===== config.mk =====
export PLATFORM = sky130hd
export DESIGN_NAME = cfa_fit_unit
export DESIGN_NICKNAME = d
export VERILOG_FILES = /design/src/rtl/contiguous_fit_allocator_macros.svh /design/src/rtl/cfa_pkg.sv /design/src/rtl/cfa_fit_unit.sv
export SDC_FILE = /design/constraint.sdc
export NUM_CORES = 1
export LEC_CHECK = 0
export BUFFER_PORTS_ARGS = -buffer_cell sky130_fd_sc_hd__buf_4
export CORE_MARGIN = 2
export CORE_UTILIZATION = 47
export DETAILED_ROUTE_END_ITERATION = 7
export MAX_ROUTING_LAYER = met4
export PLACE_DENSITY = 0.95
export SYNTH_ARGS = -nofsm -noshare
export SYNTH_HDL_FRONTEND = slang
export SYNTH_SLANG_ARGS = --single-unit

===== constraint.sdc =====
create_clock -name vclk -period 6.8
set_input_delay 2.04 -clock vclk [all_inputs]
set_output_delay 2.04 -clock vclk [all_outputs]
set_load 0.05 [all_outputs]

===== src/rtl/contiguous_fit_allocator_macros.svh =====
// Assertion macros for the contiguous fit allocator.
// Uses the including module's clk and rst_n; empty bodies under SYNTHESIS.
`ifndef CONTIGUOUS_FIT_ALLOCATOR_MACROS_SVH
`define CONTIGUOUS_FIT_ALLOCATOR_MACROS_SVH
`ifndef SYNTHESIS
`define CFA_ASSERT_SAME(lbl, ante, cons, msg) \
    lbl: assert property (@(posedge clk) disable iff (!rst_n) (ante) |-> (cons)) \
        else $error(msg);
`define CFA_ASSERT_NEXT(lbl, ante, cons, msg) \
    lbl: assert property (@(posedge clk) disable iff (!rst_n) (ante) |=> (cons)) \
        else $error(msg);
`else
`define CFA_ASSERT_SAME(lbl, ante, cons, msg)
`define CFA_ASSERT_NEXT(lbl, ante, cons, msg)
`endif
`endif


===== src/rtl/cfa_pkg.sv =====
// Shared types and constants for the contiguous fit allocator.
// No dependencies.
package cfa_pkg;

    localparam int MEM_UNITS_DEF  = 1024;
    localparam int OWNER_BITS_DEF = 8;

    localparam int ACTION_W = 2;
    localparam int OWNER_W  = 8;
    localparam int REQ_W    = 11;
    localparam int START_W  = 10;
    localparam int LEFT_W   = 11;

    localparam logic [ACTION_W-1:0] ACT_FIRST = 2'd0;
    localparam logic [ACTION_W-1:0] ACT_BEST  = 2'd1;
    localparam logic [ACTION_W-1:0] ACT_WORST = 2'd2;

    typedef enum logic [2:0] {
        ST_CLEAR,
        ST_IDLE,
        ST_SCAN,
        ST_WRITE,
        ST_DONE
    } state_t;

endpackage


===== src/rtl/cfa_fit_unit.sv =====
// Hole scoring unit: fit test, leftover and policy compare against the best so far.
// Depends on cfa_pkg.
module cfa_fit_unit
    import cfa_pkg::*;
#(
    parameter int CMP_W = 11
) (
    input  logic                close,
    input  logic [ACTION_W-1:0] policy,
    input  logic                found,
    input  logic [CMP_W-1:0]    hole_len,
    input  logic [CMP_W-1:0]    want,
    input  logic [CMP_W-1:0]    best_left,
    output logic                take,
    output logic [CMP_W-1:0]    left
);

    logic fits;

    always_comb
    begin
        fits = close && (hole_len >= want);
        left = hole_len - want;
        take = 1'b0;
        if (fits)
        begin
            if (!found)
            begin
                take = 1'b1;
            end
            else
            begin
                case (policy)
                    ACT_BEST:  take = left < best_left;
                    ACT_WORST: take = left > best_left;
                    default:   take = 1'b0;
                endcase
            end
        end
    end

endmodule


==> results.json, run 1 <==
{
  "slew_violations": 0,
  "synth_nets": 189,
  "final_min_period_over_clock_period_pct": 103,
  "via_count": 1082,
  "netlist.area_leader.share_pct": 34.6,
  "power.combinational.fraction_pct": 100.0,
  "fin_crit_ns": 6.99,
  "post-route-util_pct": 86.2,
  "ant_nets": 0,
  "cell_row_count": 15,
  "syn-cell-area_um2": 868,
  "timing.critical_path.max_delay_family": "compound AO/OA/AOI/OAI gates",
  "power_density_nw_per_um2": 147,
  "first_global_vias": 1074,
  "holdCritPathClass": "in2out",
  "cell_internal_pwr_w": 0.0000918,
  "critical_path.endpoint_type": "output pin",
  "drc": 0,
  "globalRouteTotalUtil_pct": 25.0,
  "yosys_warnings": 0,
  "register_area_um2": 0,
  "min_delay_worst_endpoint": "take",
  "max_freq_mhz": 143,
  "timing.slew.headroom_pct": 76.2,
  "layout.sequential_cells": 0,
  "seq_power_share_pct": 0,
  "nClkBuffers": 0,
  "fp.coreArea_um2": 1730,
  "critPathBufInv": 4,
  "antenna_violations_before_repair": 0,
  "critPathRequiredTime_ns": 4.76,
  "worst_path_max_delay_cell": "fa_2",
  "final-setup-viol-count": 1,
  "netlist_instances": 127,
  "timing.critical_path.from_type": "input port",
  "switching_share_pct": 58.1,
  "cts_hold_repair.buffers": 0,
  "failing_checks": "negative setup slack",
  "cp_data_arrival_time_ns": 4.95,
  "power_leakage_nw": 0.794,
  "die_w_um": 47.0,
  "synth_area_leaders": "ha_1 (35%), inv_1 (13%), a21oi_1 (6.3%)",
  "drt-initial-drc-count": 16,
  "run_status": "complete, but fails checks",
  "pre_cts_worst_setup_slack_ns": -0.212,
  "grt.overflow.total": 0,
  "grt_start_max_net_pins": 8,
  "netlist.top_cell.by_area": "ha_1",
  "synthToLayoutAreaGrowth_pct": 71.5,
  "detail_route.first_pass.iterations": 4,
  "dpl.hpwl_um": 2200,
  "hold_violations": 0,
  "numPortBuffers": 49,
  "timing.hold.worst.start": "found",
  "die_h_um": 47.0,
  "finalWirelength_um": 2580,
  "timing.critical_path.cells": "buf_6 > inv_4 > ha_4 > inv_2 > fa_2 > a21oi_2 > o21a_2 > o21ai_2 > a31o_1 > a21oi_4 > xnor2_4 > ha_4 > nand2_1 > nor2_1 > a211oi_1 > o21ai_1 > mux2i_2 > a211oi_4 > buf_6",
  "placed_cell_area_um2": 1450,
  "commonest_cells_after_routing_fill_and_taps_aside": "buf_4 (54), inv_1 (27), ha_1 (22)",
  "place_congestion": 0.839,
  "vias_per_cell": 5.23,
  "maxCapViolations": 0,
  "unrepaired_setup_endpoints_after_global_routing": "true",
  "worst-slew-pin-transition_ns": 0.357,
  "drive_gt1_share_pct": 42.9,
  "hold_path_depth": 3,
  "nets": 246,
  "clkPwrFrac_pct": 0,
  "cpPeakStageDelay_ns": 0.38,
  "synth_sequential_area_ratio_pct": 0,
  "grt_first_pass_wirelength_um": 4020,
  "fin_ws_ns": -0.191,
  "timing_worst_setup_path_type": "in2out",
  "area_enclosed_by_the_die_boundary_um2": 2210,
  "power.net_switching_w": 0.000127,
  "synth_area_per_cell_um2": 6.84,
  "post_synthesis_cell_type_count": 30,
  "count_of_boundary_i_o_pins": 49,
  "initial_core_utilization_pct": 50.3,
  "n_antenna_cell": 0,
  "peak_supply_drop_mv": 0.104,
  "average_routed_wire_per_standard_cell_um": 12.5,
  "postLayoutCellArea_um2": 1490,
  "path_max_fanout": 3,
  "layout.cells.most_common": "buf_4",
  "finalPower_w": 0.000219
}
-- what timing repair did --
action                                  CTS  global route
cloned                                    0             0
setup buffers                             0             0
pin swaps                                 0             0
endpoints found under the setup margin    1             1
resized for setup                         7             4
-- per-stage QoR --
| step | TNS [ns] | hold WS, ns | instances |
|---|---|---|---|
| after floorplan | -0.206 | 4.19 | 127 |
| after global placement | -0.0867 | 4.41 | 207 |
| after detailed placement | -0.212 | 4.42 | 207 |
| after CTS | -0.140 | 4.38 | 207 |
| after global routing | -0.312 | 4.39 | 207 |
| final | -0.191 | 4.38 | 207 |
-- cell families (layout without fill, tap and decap cells) --
logic type | after synthesis | in the layout | share of synthesized area [%]
xor+xnor | 8 | 8 | 8.07
mux | 1 | 1 | 1.15
compound gates | 33 | 33 | 25.1
buf+inv | 30 | 85 | 13.0
fa+ha+maj | 25 | 25 | 36.9
simple gates | 30 | 30 | 15.9
-- synth_stat cells (all sizes together) --
cell     n
nand2    6
a211o    1
a31o     1
xor2     3
nor2    11
mux2i    1
clkbuf   1
o31ai    1
inv     29
a211oi   3
o311ai   1
ha      24
xnor2    5
nor3     3
o21ai    8
nand4    3
o21bai   2
nor2b    1
nand3    4
o21a     1
a21o     1
nand2b   1
a21oi   13
nand3b   1
o31a     1
fa       1
-- layout make-up --
cell class / count / area, um2
Multi-Input combinational cell: 97 / 918
Timing Repair Buffer: 56 / 428
Fill cell: 103 / 238
Inverter: 29 / 111
Tap cell: 25 / 31.3
-- power groups by stage --
stage	Clock, W	Sequential, W	Combinational [W]
final	0	0	0.000219
after global routing	0	0	0.000233
after CTS	0	0	0.000214
after detailed placement	0	0	0.000212
after global placement	0	0	0.000203
after floorplan	0	0	0.000147
-- routing by layer --
layer  up-vias  track usage, %  wire length, um
met2        36            51.8             1480
met3         4            1.15               99
met4         0            4.44               29
li1        545               -                -
met5         -               -                0
met1       497            25.3              974
-- how the worst max path moves through the flow --
stage | start | to | slack (ns) | cells past startpoint
3_5_place_dp | hole_len[0] | take | -0.21 | 19
3_3_place_gp | hole_len[0] | take | -0.09 | 19
2_1_floorplan | hole_len[0] | take | -0.21 | 17
5_1_grt | want[1] | take | -0.31 | 17
6_report | hole_len[0] | take | -0.19 | 19
4_1_cts | hole_len[0] | take | -0.14 | 19
Power figures use the tool's default switching activity.
==> run 2: changes to the inputs <==
--- a/config.mk
+++ b/config.mk
@@ -6,11 +6,13 @@
 export NUM_CORES = 1
 export LEC_CHECK = 0
 export BUFFER_PORTS_ARGS = -buffer_cell sky130_fd_sc_hd__buf_4
+export CORE_ASPECT_RATIO = 0.9
 export CORE_MARGIN = 2
 export CORE_UTILIZATION = 47
 export DETAILED_ROUTE_END_ITERATION = 7
 export MAX_ROUTING_LAYER = met4
 export PLACE_DENSITY = 0.95
+export SETUP_SLACK_MARGIN = 0.15
 export SYNTH_ARGS = -nofsm -noshare
 export SYNTH_HDL_FRONTEND = slang
 export SYNTH_SLANG_ARGS = --single-unit
==> run 2 against run 1 <==
  * The run still ends with negative setup slack left
  * Die area is essentially flat
  * Design area rose by 0.84%
  * Via count is 3.6% higher
  * Core utilization grew 2.1 points
  * Largest cell class unchanged
  * Clock-buffer cell count unchanged
  * Critical endpoint unchanged
  * Maximum frequency grew 1.0%
  * Non-clock buffer count increased by 2
  * Routed wire length rose by 11%
==> results.json, run 2 (same netlist as run 1, synthesis figures left out) <==
{
  "slew_violations": 0,
  "ant_nets": 0,
  "grt_use_met3_pct": 1.32,
  "layout.sequential_cells": 0,
  "fin_ws_ns": -0.121,
  "grt_start_max_net_pins": 8,
  "fin_crit_ns": 6.92,
  "peak_supply_drop_mv": 0.104,
  "n_antenna_cell": 0,
  "worst_path_max_delay_cell": "fa_2",
  "hold_violations": 0,
  "seq_power_share_pct": 0,
  "critPathRequiredTime_ns": 4.76,
  "globalRouteTotalUtil_pct": 25.0,
  "fp.coreArea_um2": 1700,
  "max_freq_mhz": 144,
  "count_of_boundary_i_o_pins": 49,
  "power_leakage_nw": 0.803,
  "grt.met2_usage_pct": 51.4,
  "holdCritPathClass": "in2out",
  "initial_core_utilization_pct": 51.1,
  "top_usage_layer": "met2",
  "average_routed_wire_per_standard_cell_um": 13.8,
  "drive_gt1_share_pct": 44.0,
  "nFillCells": 82,
  "vias_per_cell": 5.39,
  "post-place-cells": 208,
  "pre_cts_worst_setup_slack_ns": -0.128,
  "cell_internal_pwr_w": 0.0000934,
  "nClkBuffers": 0,
  "layout.cells.most_common": "buf_4",
  "commonest_cells_after_routing_fill_and_taps_aside": "buf_4 (57), inv_1 (27), ha_1 (22)",
  "place_congestion": 0.858,
  "power.combinational.fraction_pct": 100.0,
  "critical_path.endpoint_type": "output pin",
  "numPortBuffers": 49,
  "global_route.usage.met1_pct": 25.3,
  "area_enclosed_by_the_die_boundary_um2": 2210,
  "unrepaired_setup_endpoints_after_global_routing": "true",
  "first_global_vias": 1102,
  "cts_setup_buffers": 0,
  "switching_share_pct": 57.9,
  "antenna_violations_before_repair": 0,
  "timing.critical_path.cells": "buf_4 > inv_4 > ha_4 > inv_2 > fa_2 > a21oi_2 > o21a_2 > o21ai_2 > a31o_1 > a21oi_4 > xnor2_4 > ha_4 > nand2_2 > nor2_1 > a211oi_1 > o21ai_1 > mux2i_2 > a211oi_4 > buf_6",
  "final-setup-viol-count": 1,
  "die_h_um": 44.8,
  "maxCapViolations": 0,
  "detail_route.first_pass.iterations": 4,
  "final_min_period_over_clock_period_pct": 102,
  "grt_first_pass_wirelength_um": 4260,
  "dpl.hpwl_um": 2250,
  "power_density_nw_per_um2": 148,
  "post-route-util_pct": 88.4,
  "power.net_switching_w": 0.000128,
  "failing_checks": "negative setup slack",
  "nets": 248,
  "die_w_um": 49.3,
  "cp_data_arrival_time_ns": 4.88,
  "via_count": 1121,
  "timing.critical_path.mode_cell": "ha_4",
  "drt-initial-drc-count": 9,
  "finalWirelength_um": 2870,
  "timing_worst_setup_path_type": "in2out",
  "worst-slew-pin-transition_ns": 0.345,
  "hold_slack_ns": 4.38,
  "cpPeakStageDelay_ns": 0.35,
  "cts_hold_repair.buffers": 0,
  "path_max_fanout": 3,
  "drc": 0,
  "clkPwrFrac_pct": 0,
  "postCtsResizedCells": 2,
  "cell_row_count": 14,
  "synthToLayoutAreaGrowth_pct": 72.9,
  "timing.critical_path.from_type": "input port",
  "grt.overflow.total": 0,
  "timing.slew.headroom_pct": 77.0,
  "register_area_um2": 0,
  "final-instance-count-excl-fill": 208,
  "run_status": "complete, but fails checks"
}
run 2: cell count changes in the layout (fill, tap and decap cells not counted), sizes merged:
cell | before | now
buf | 56 | 58
run 2: per-layer routing:
| metal | share of wire (%) | vias up |
|---|---|---|
| li1 | - | 550 |
| met2 | 56 | 44 |
| met5 | 0 | - |
| met3 | 4.1 | 10 |
| met4 | 3.6 | 0 |
| met1 | 37 | 517 |
run 2: final cells by class:
| class | count | area (um2) | share of cell area [%] |
|---|---|---|---|
| inverters | 29 | 111 | 7.42 |
| well taps | 24 | 30.0 | 2.00 |
| multi-input cells | 97 | 921 | 61.3 |
| repair buffers | 58 | 439 | 29.2 |
run 2: worst max-delay path, delay by kind of cell:
family | cells | cell delay (ns)
fa+ha+maj | 3 | 0.71
buf+inv | 4 | 0.39
xor+xnor | 1 | 0.15
compound gates | 8 | 1.32
mux | 1 | 0.18
simple gates | 2 | 0.09
run 2: per-stage QoR:
step	instance area [um2]	total power (W)	setup TNS, ns
2_1_floorplan	1000	0.000147	-0.206
3_3_place_gp	1460	0.000205	-0.0712
3_5_place_dp	1460	0.000212	-0.128
4_1_cts	1470	0.000215	-0.121
5_1_grt	1500	0.000238	-0.261
6_report	1500	0.000222	-0.121
run 2: worst paths after layout:
check             cells past startpoint  slack [ns]         from  endpoint
setup / recovery                     19       -0.12  hole_len[0]      take
hold / removal                        3        4.38        found      take
run 2: power by group through the flow:
stage	registers, W	clock network, W	logic, W
final	0	0	0.000222
after CTS	0	0	0.000215
after global routing	0	0	0.000238
after floorplan	0	0	0.000147
after global placement	0	0	0.000205
after detailed placement	0	0	0.000212
==> run 3: changes to the inputs <==
--- a/config.mk
+++ b/config.mk
@@ -8,7 +8,7 @@
 export BUFFER_PORTS_ARGS = -buffer_cell sky130_fd_sc_hd__buf_4
 export CORE_ASPECT_RATIO = 0.9
 export CORE_MARGIN = 2
-export CORE_UTILIZATION = 47
+export CORE_UTILIZATION = 51
 export DETAILED_ROUTE_END_ITERATION = 7
 export MAX_ROUTING_LAYER = met4
 export PLACE_DENSITY = 0.95
==> constraint.sdc (replaced) <==
create_clock -name vclk -period 8.15
set_input_delay 2.445 -clock vclk [all_inputs]
set_output_delay 2.445 -clock vclk [all_outputs]
set_load 0.05 [all_outputs]
==> run 3 against run 2 <==
  * The run now ends clean
  * Worst hold slack better by 0.80 ns
  * Flip-flop and latch count unchanged
  * Routed wire length is 14% lower
  * Non-clock buffer count fell by 9
  * Critical path depth fell by 2
  * Combinational power shrank 27%
  * Largest cell class unchanged
  * Largest power group unchanged
==> results.json, run 3 (same netlist as run 1, synthesis figures left out) <==
{
  "dpl.hpwl_um": 2230,
  "drc": 0,
  "layout.cells.most_common": "buf_4",
  "commonest_cells_after_routing_fill_and_taps_aside": "buf_4 (48), inv_1 (29), ha_1 (23)",
  "cts_hold_repair.buffers": 0,
  "postCtsResizedCells": 0,
  "fp.coreArea_um2": 1630,
  "nets": 239,
  "final_min_period_over_clock_period_pct": 96.3,
  "globalRouteTotalUtil_pct": 26.3,
  "path_max_fanout": 3,
  "tns_ns": 0,
  "max_freq_mhz": 127,
  "initial_core_utilization_pct": 53.3,
  "die_w_um": 47.5,
  "hold_violations": 0,
  "average_routed_wire_per_standard_cell_um": 12.4,
  "worstSetupStartpoint": "hole_len[0]",
  "area_enclosed_by_the_die_boundary_um2": 2050,
  "register_area_um2": 0,
  "detail_route.first_pass.iterations": 6,
  "drt-initial-drc-count": 18,
  "finalPower_w": 0.000163,
  "finalWirelength_um": 2470,
  "die_h_um": 43.1,
  "power_density_nw_per_um2": 122,
  "numPortBuffers": 49,
  "grt_first_pass_wirelength_um": 4010,
  "timing.critical_path.from_type": "input port",
  "grt_start_max_net_pins": 8,
  "place_congestion": 0.898,
  "slew_violations": 0,
  "cp-endpoint": "take",
  "cts_setup_buffers": 0,
  "peak_supply_drop_mv": 0.0835,
  "final-setup-viol-count": 0,
  "fin_ws_ns": 0.302,
  "holdCritPathClass": "in2out",
  "hold_path_depth": 3,
  "drive_gt1_share_pct": 36.0,
  "timing.slew.headroom_pct": 76.6,
  "ant_nets": 0,
  "synthToLayoutAreaGrowth_pct": 54.2,
  "critPathRequiredTime_ns": 5.71,
  "vias_per_cell": 5.29,
  "first_global_vias": 1069,
  "worst-slew-pin-transition_ns": 0.348,
  "unrepaired_setup_endpoints_after_global_routing": "false",
  "timing_worst_setup_path_type": "in2out",
  "run_status": "complete, no violations",
  "cell_row_count": 14,
  "placed_cell_area_um2": 1320,
  "grt.overflow.total": 0,
  "pre_cts_worst_setup_slack_ns": 0.242,
  "n_antenna_cell": 0,
  "fin_crit_ns": 7.85,
  "maxCapViolations": 0,
  "critical_path.endpoint_type": "output pin",
  "nClkBuffers": 0,
  "count_of_boundary_i_o_pins": 49,
  "postLayoutCellArea_um2": 1340,
  "layout.sequential_cells": 0,
  "nFillCells": 119,
  "antenna_violations_before_repair": 0,
  "cp_data_arrival_time_ns": 5.40,
  "power_leakage_nw": 0.743,
  "via_count": 1052
}
## run 3: area by class of cell
class | instances | area, um2 | share of cell area [%]
multi-input combinational | 97 | 828 | 61.9
timing repair buffer | 49 | 372 | 27.8
inverter | 29 | 109 | 8.13
tap | 24 | 30.0 | 2.24
## run 3: how the worst min path moves through the flow
stage / slack [ns] / start / endpoint
detailed placement: 5.22 / found / take
finish: 5.19 / found / take
CTS: 5.22 / found / take
global placement: 5.22 / found / take
global route: 5.20 / found / take
floorplan: 5.00 / found / take
## run 3: power breakdown
part           leakage [nW]  internal [W]  total (W)  switching [W]
registers                 0             0          0              0
logic                 0.743     0.0000645   0.000163      0.0000983
clock network             0             0          0              0
## run 3: metal layers
metal	GRT usage [%]	vias to the layer above	part of all wire, %
li1	-	529	-
met1	30.2	481	40
met2	48.9	36	54
met3	0	6	3.2
met4	5.56	0	1.8
met5	-	-	0
## run 3: stage by stage
stage / util, % / std cells / hold slack [ns]
6_report: 82.2 / 199 / 5.19
5_1_grt: 82.2 / 199 / 5.20
4_1_cts: 80.7 / 199 / 5.22
3_5_place_dp: 80.7 / 199 / 5.22
3_3_place_gp: 80.7 / 199 / 5.22
2_1_floorplan: - / 127 / 5.00
## run 3: critical path: stages
cell	delay, ns
buf_4	0.11
inv_1	0.05
ha_1	0.20
inv_1	0.07
fa_2	0.36
a21oi_2	0.16
o21a_2	0.15
o21ai_2	0.07
a31o_1	0.22
a21oi_2	0.17
xnor2_2	0.11
ha_4	0.29
nand4_1	0.13
o31a_1	0.32
mux2i_1	0.25
a211oi_4	0.10
buf_6	0.16
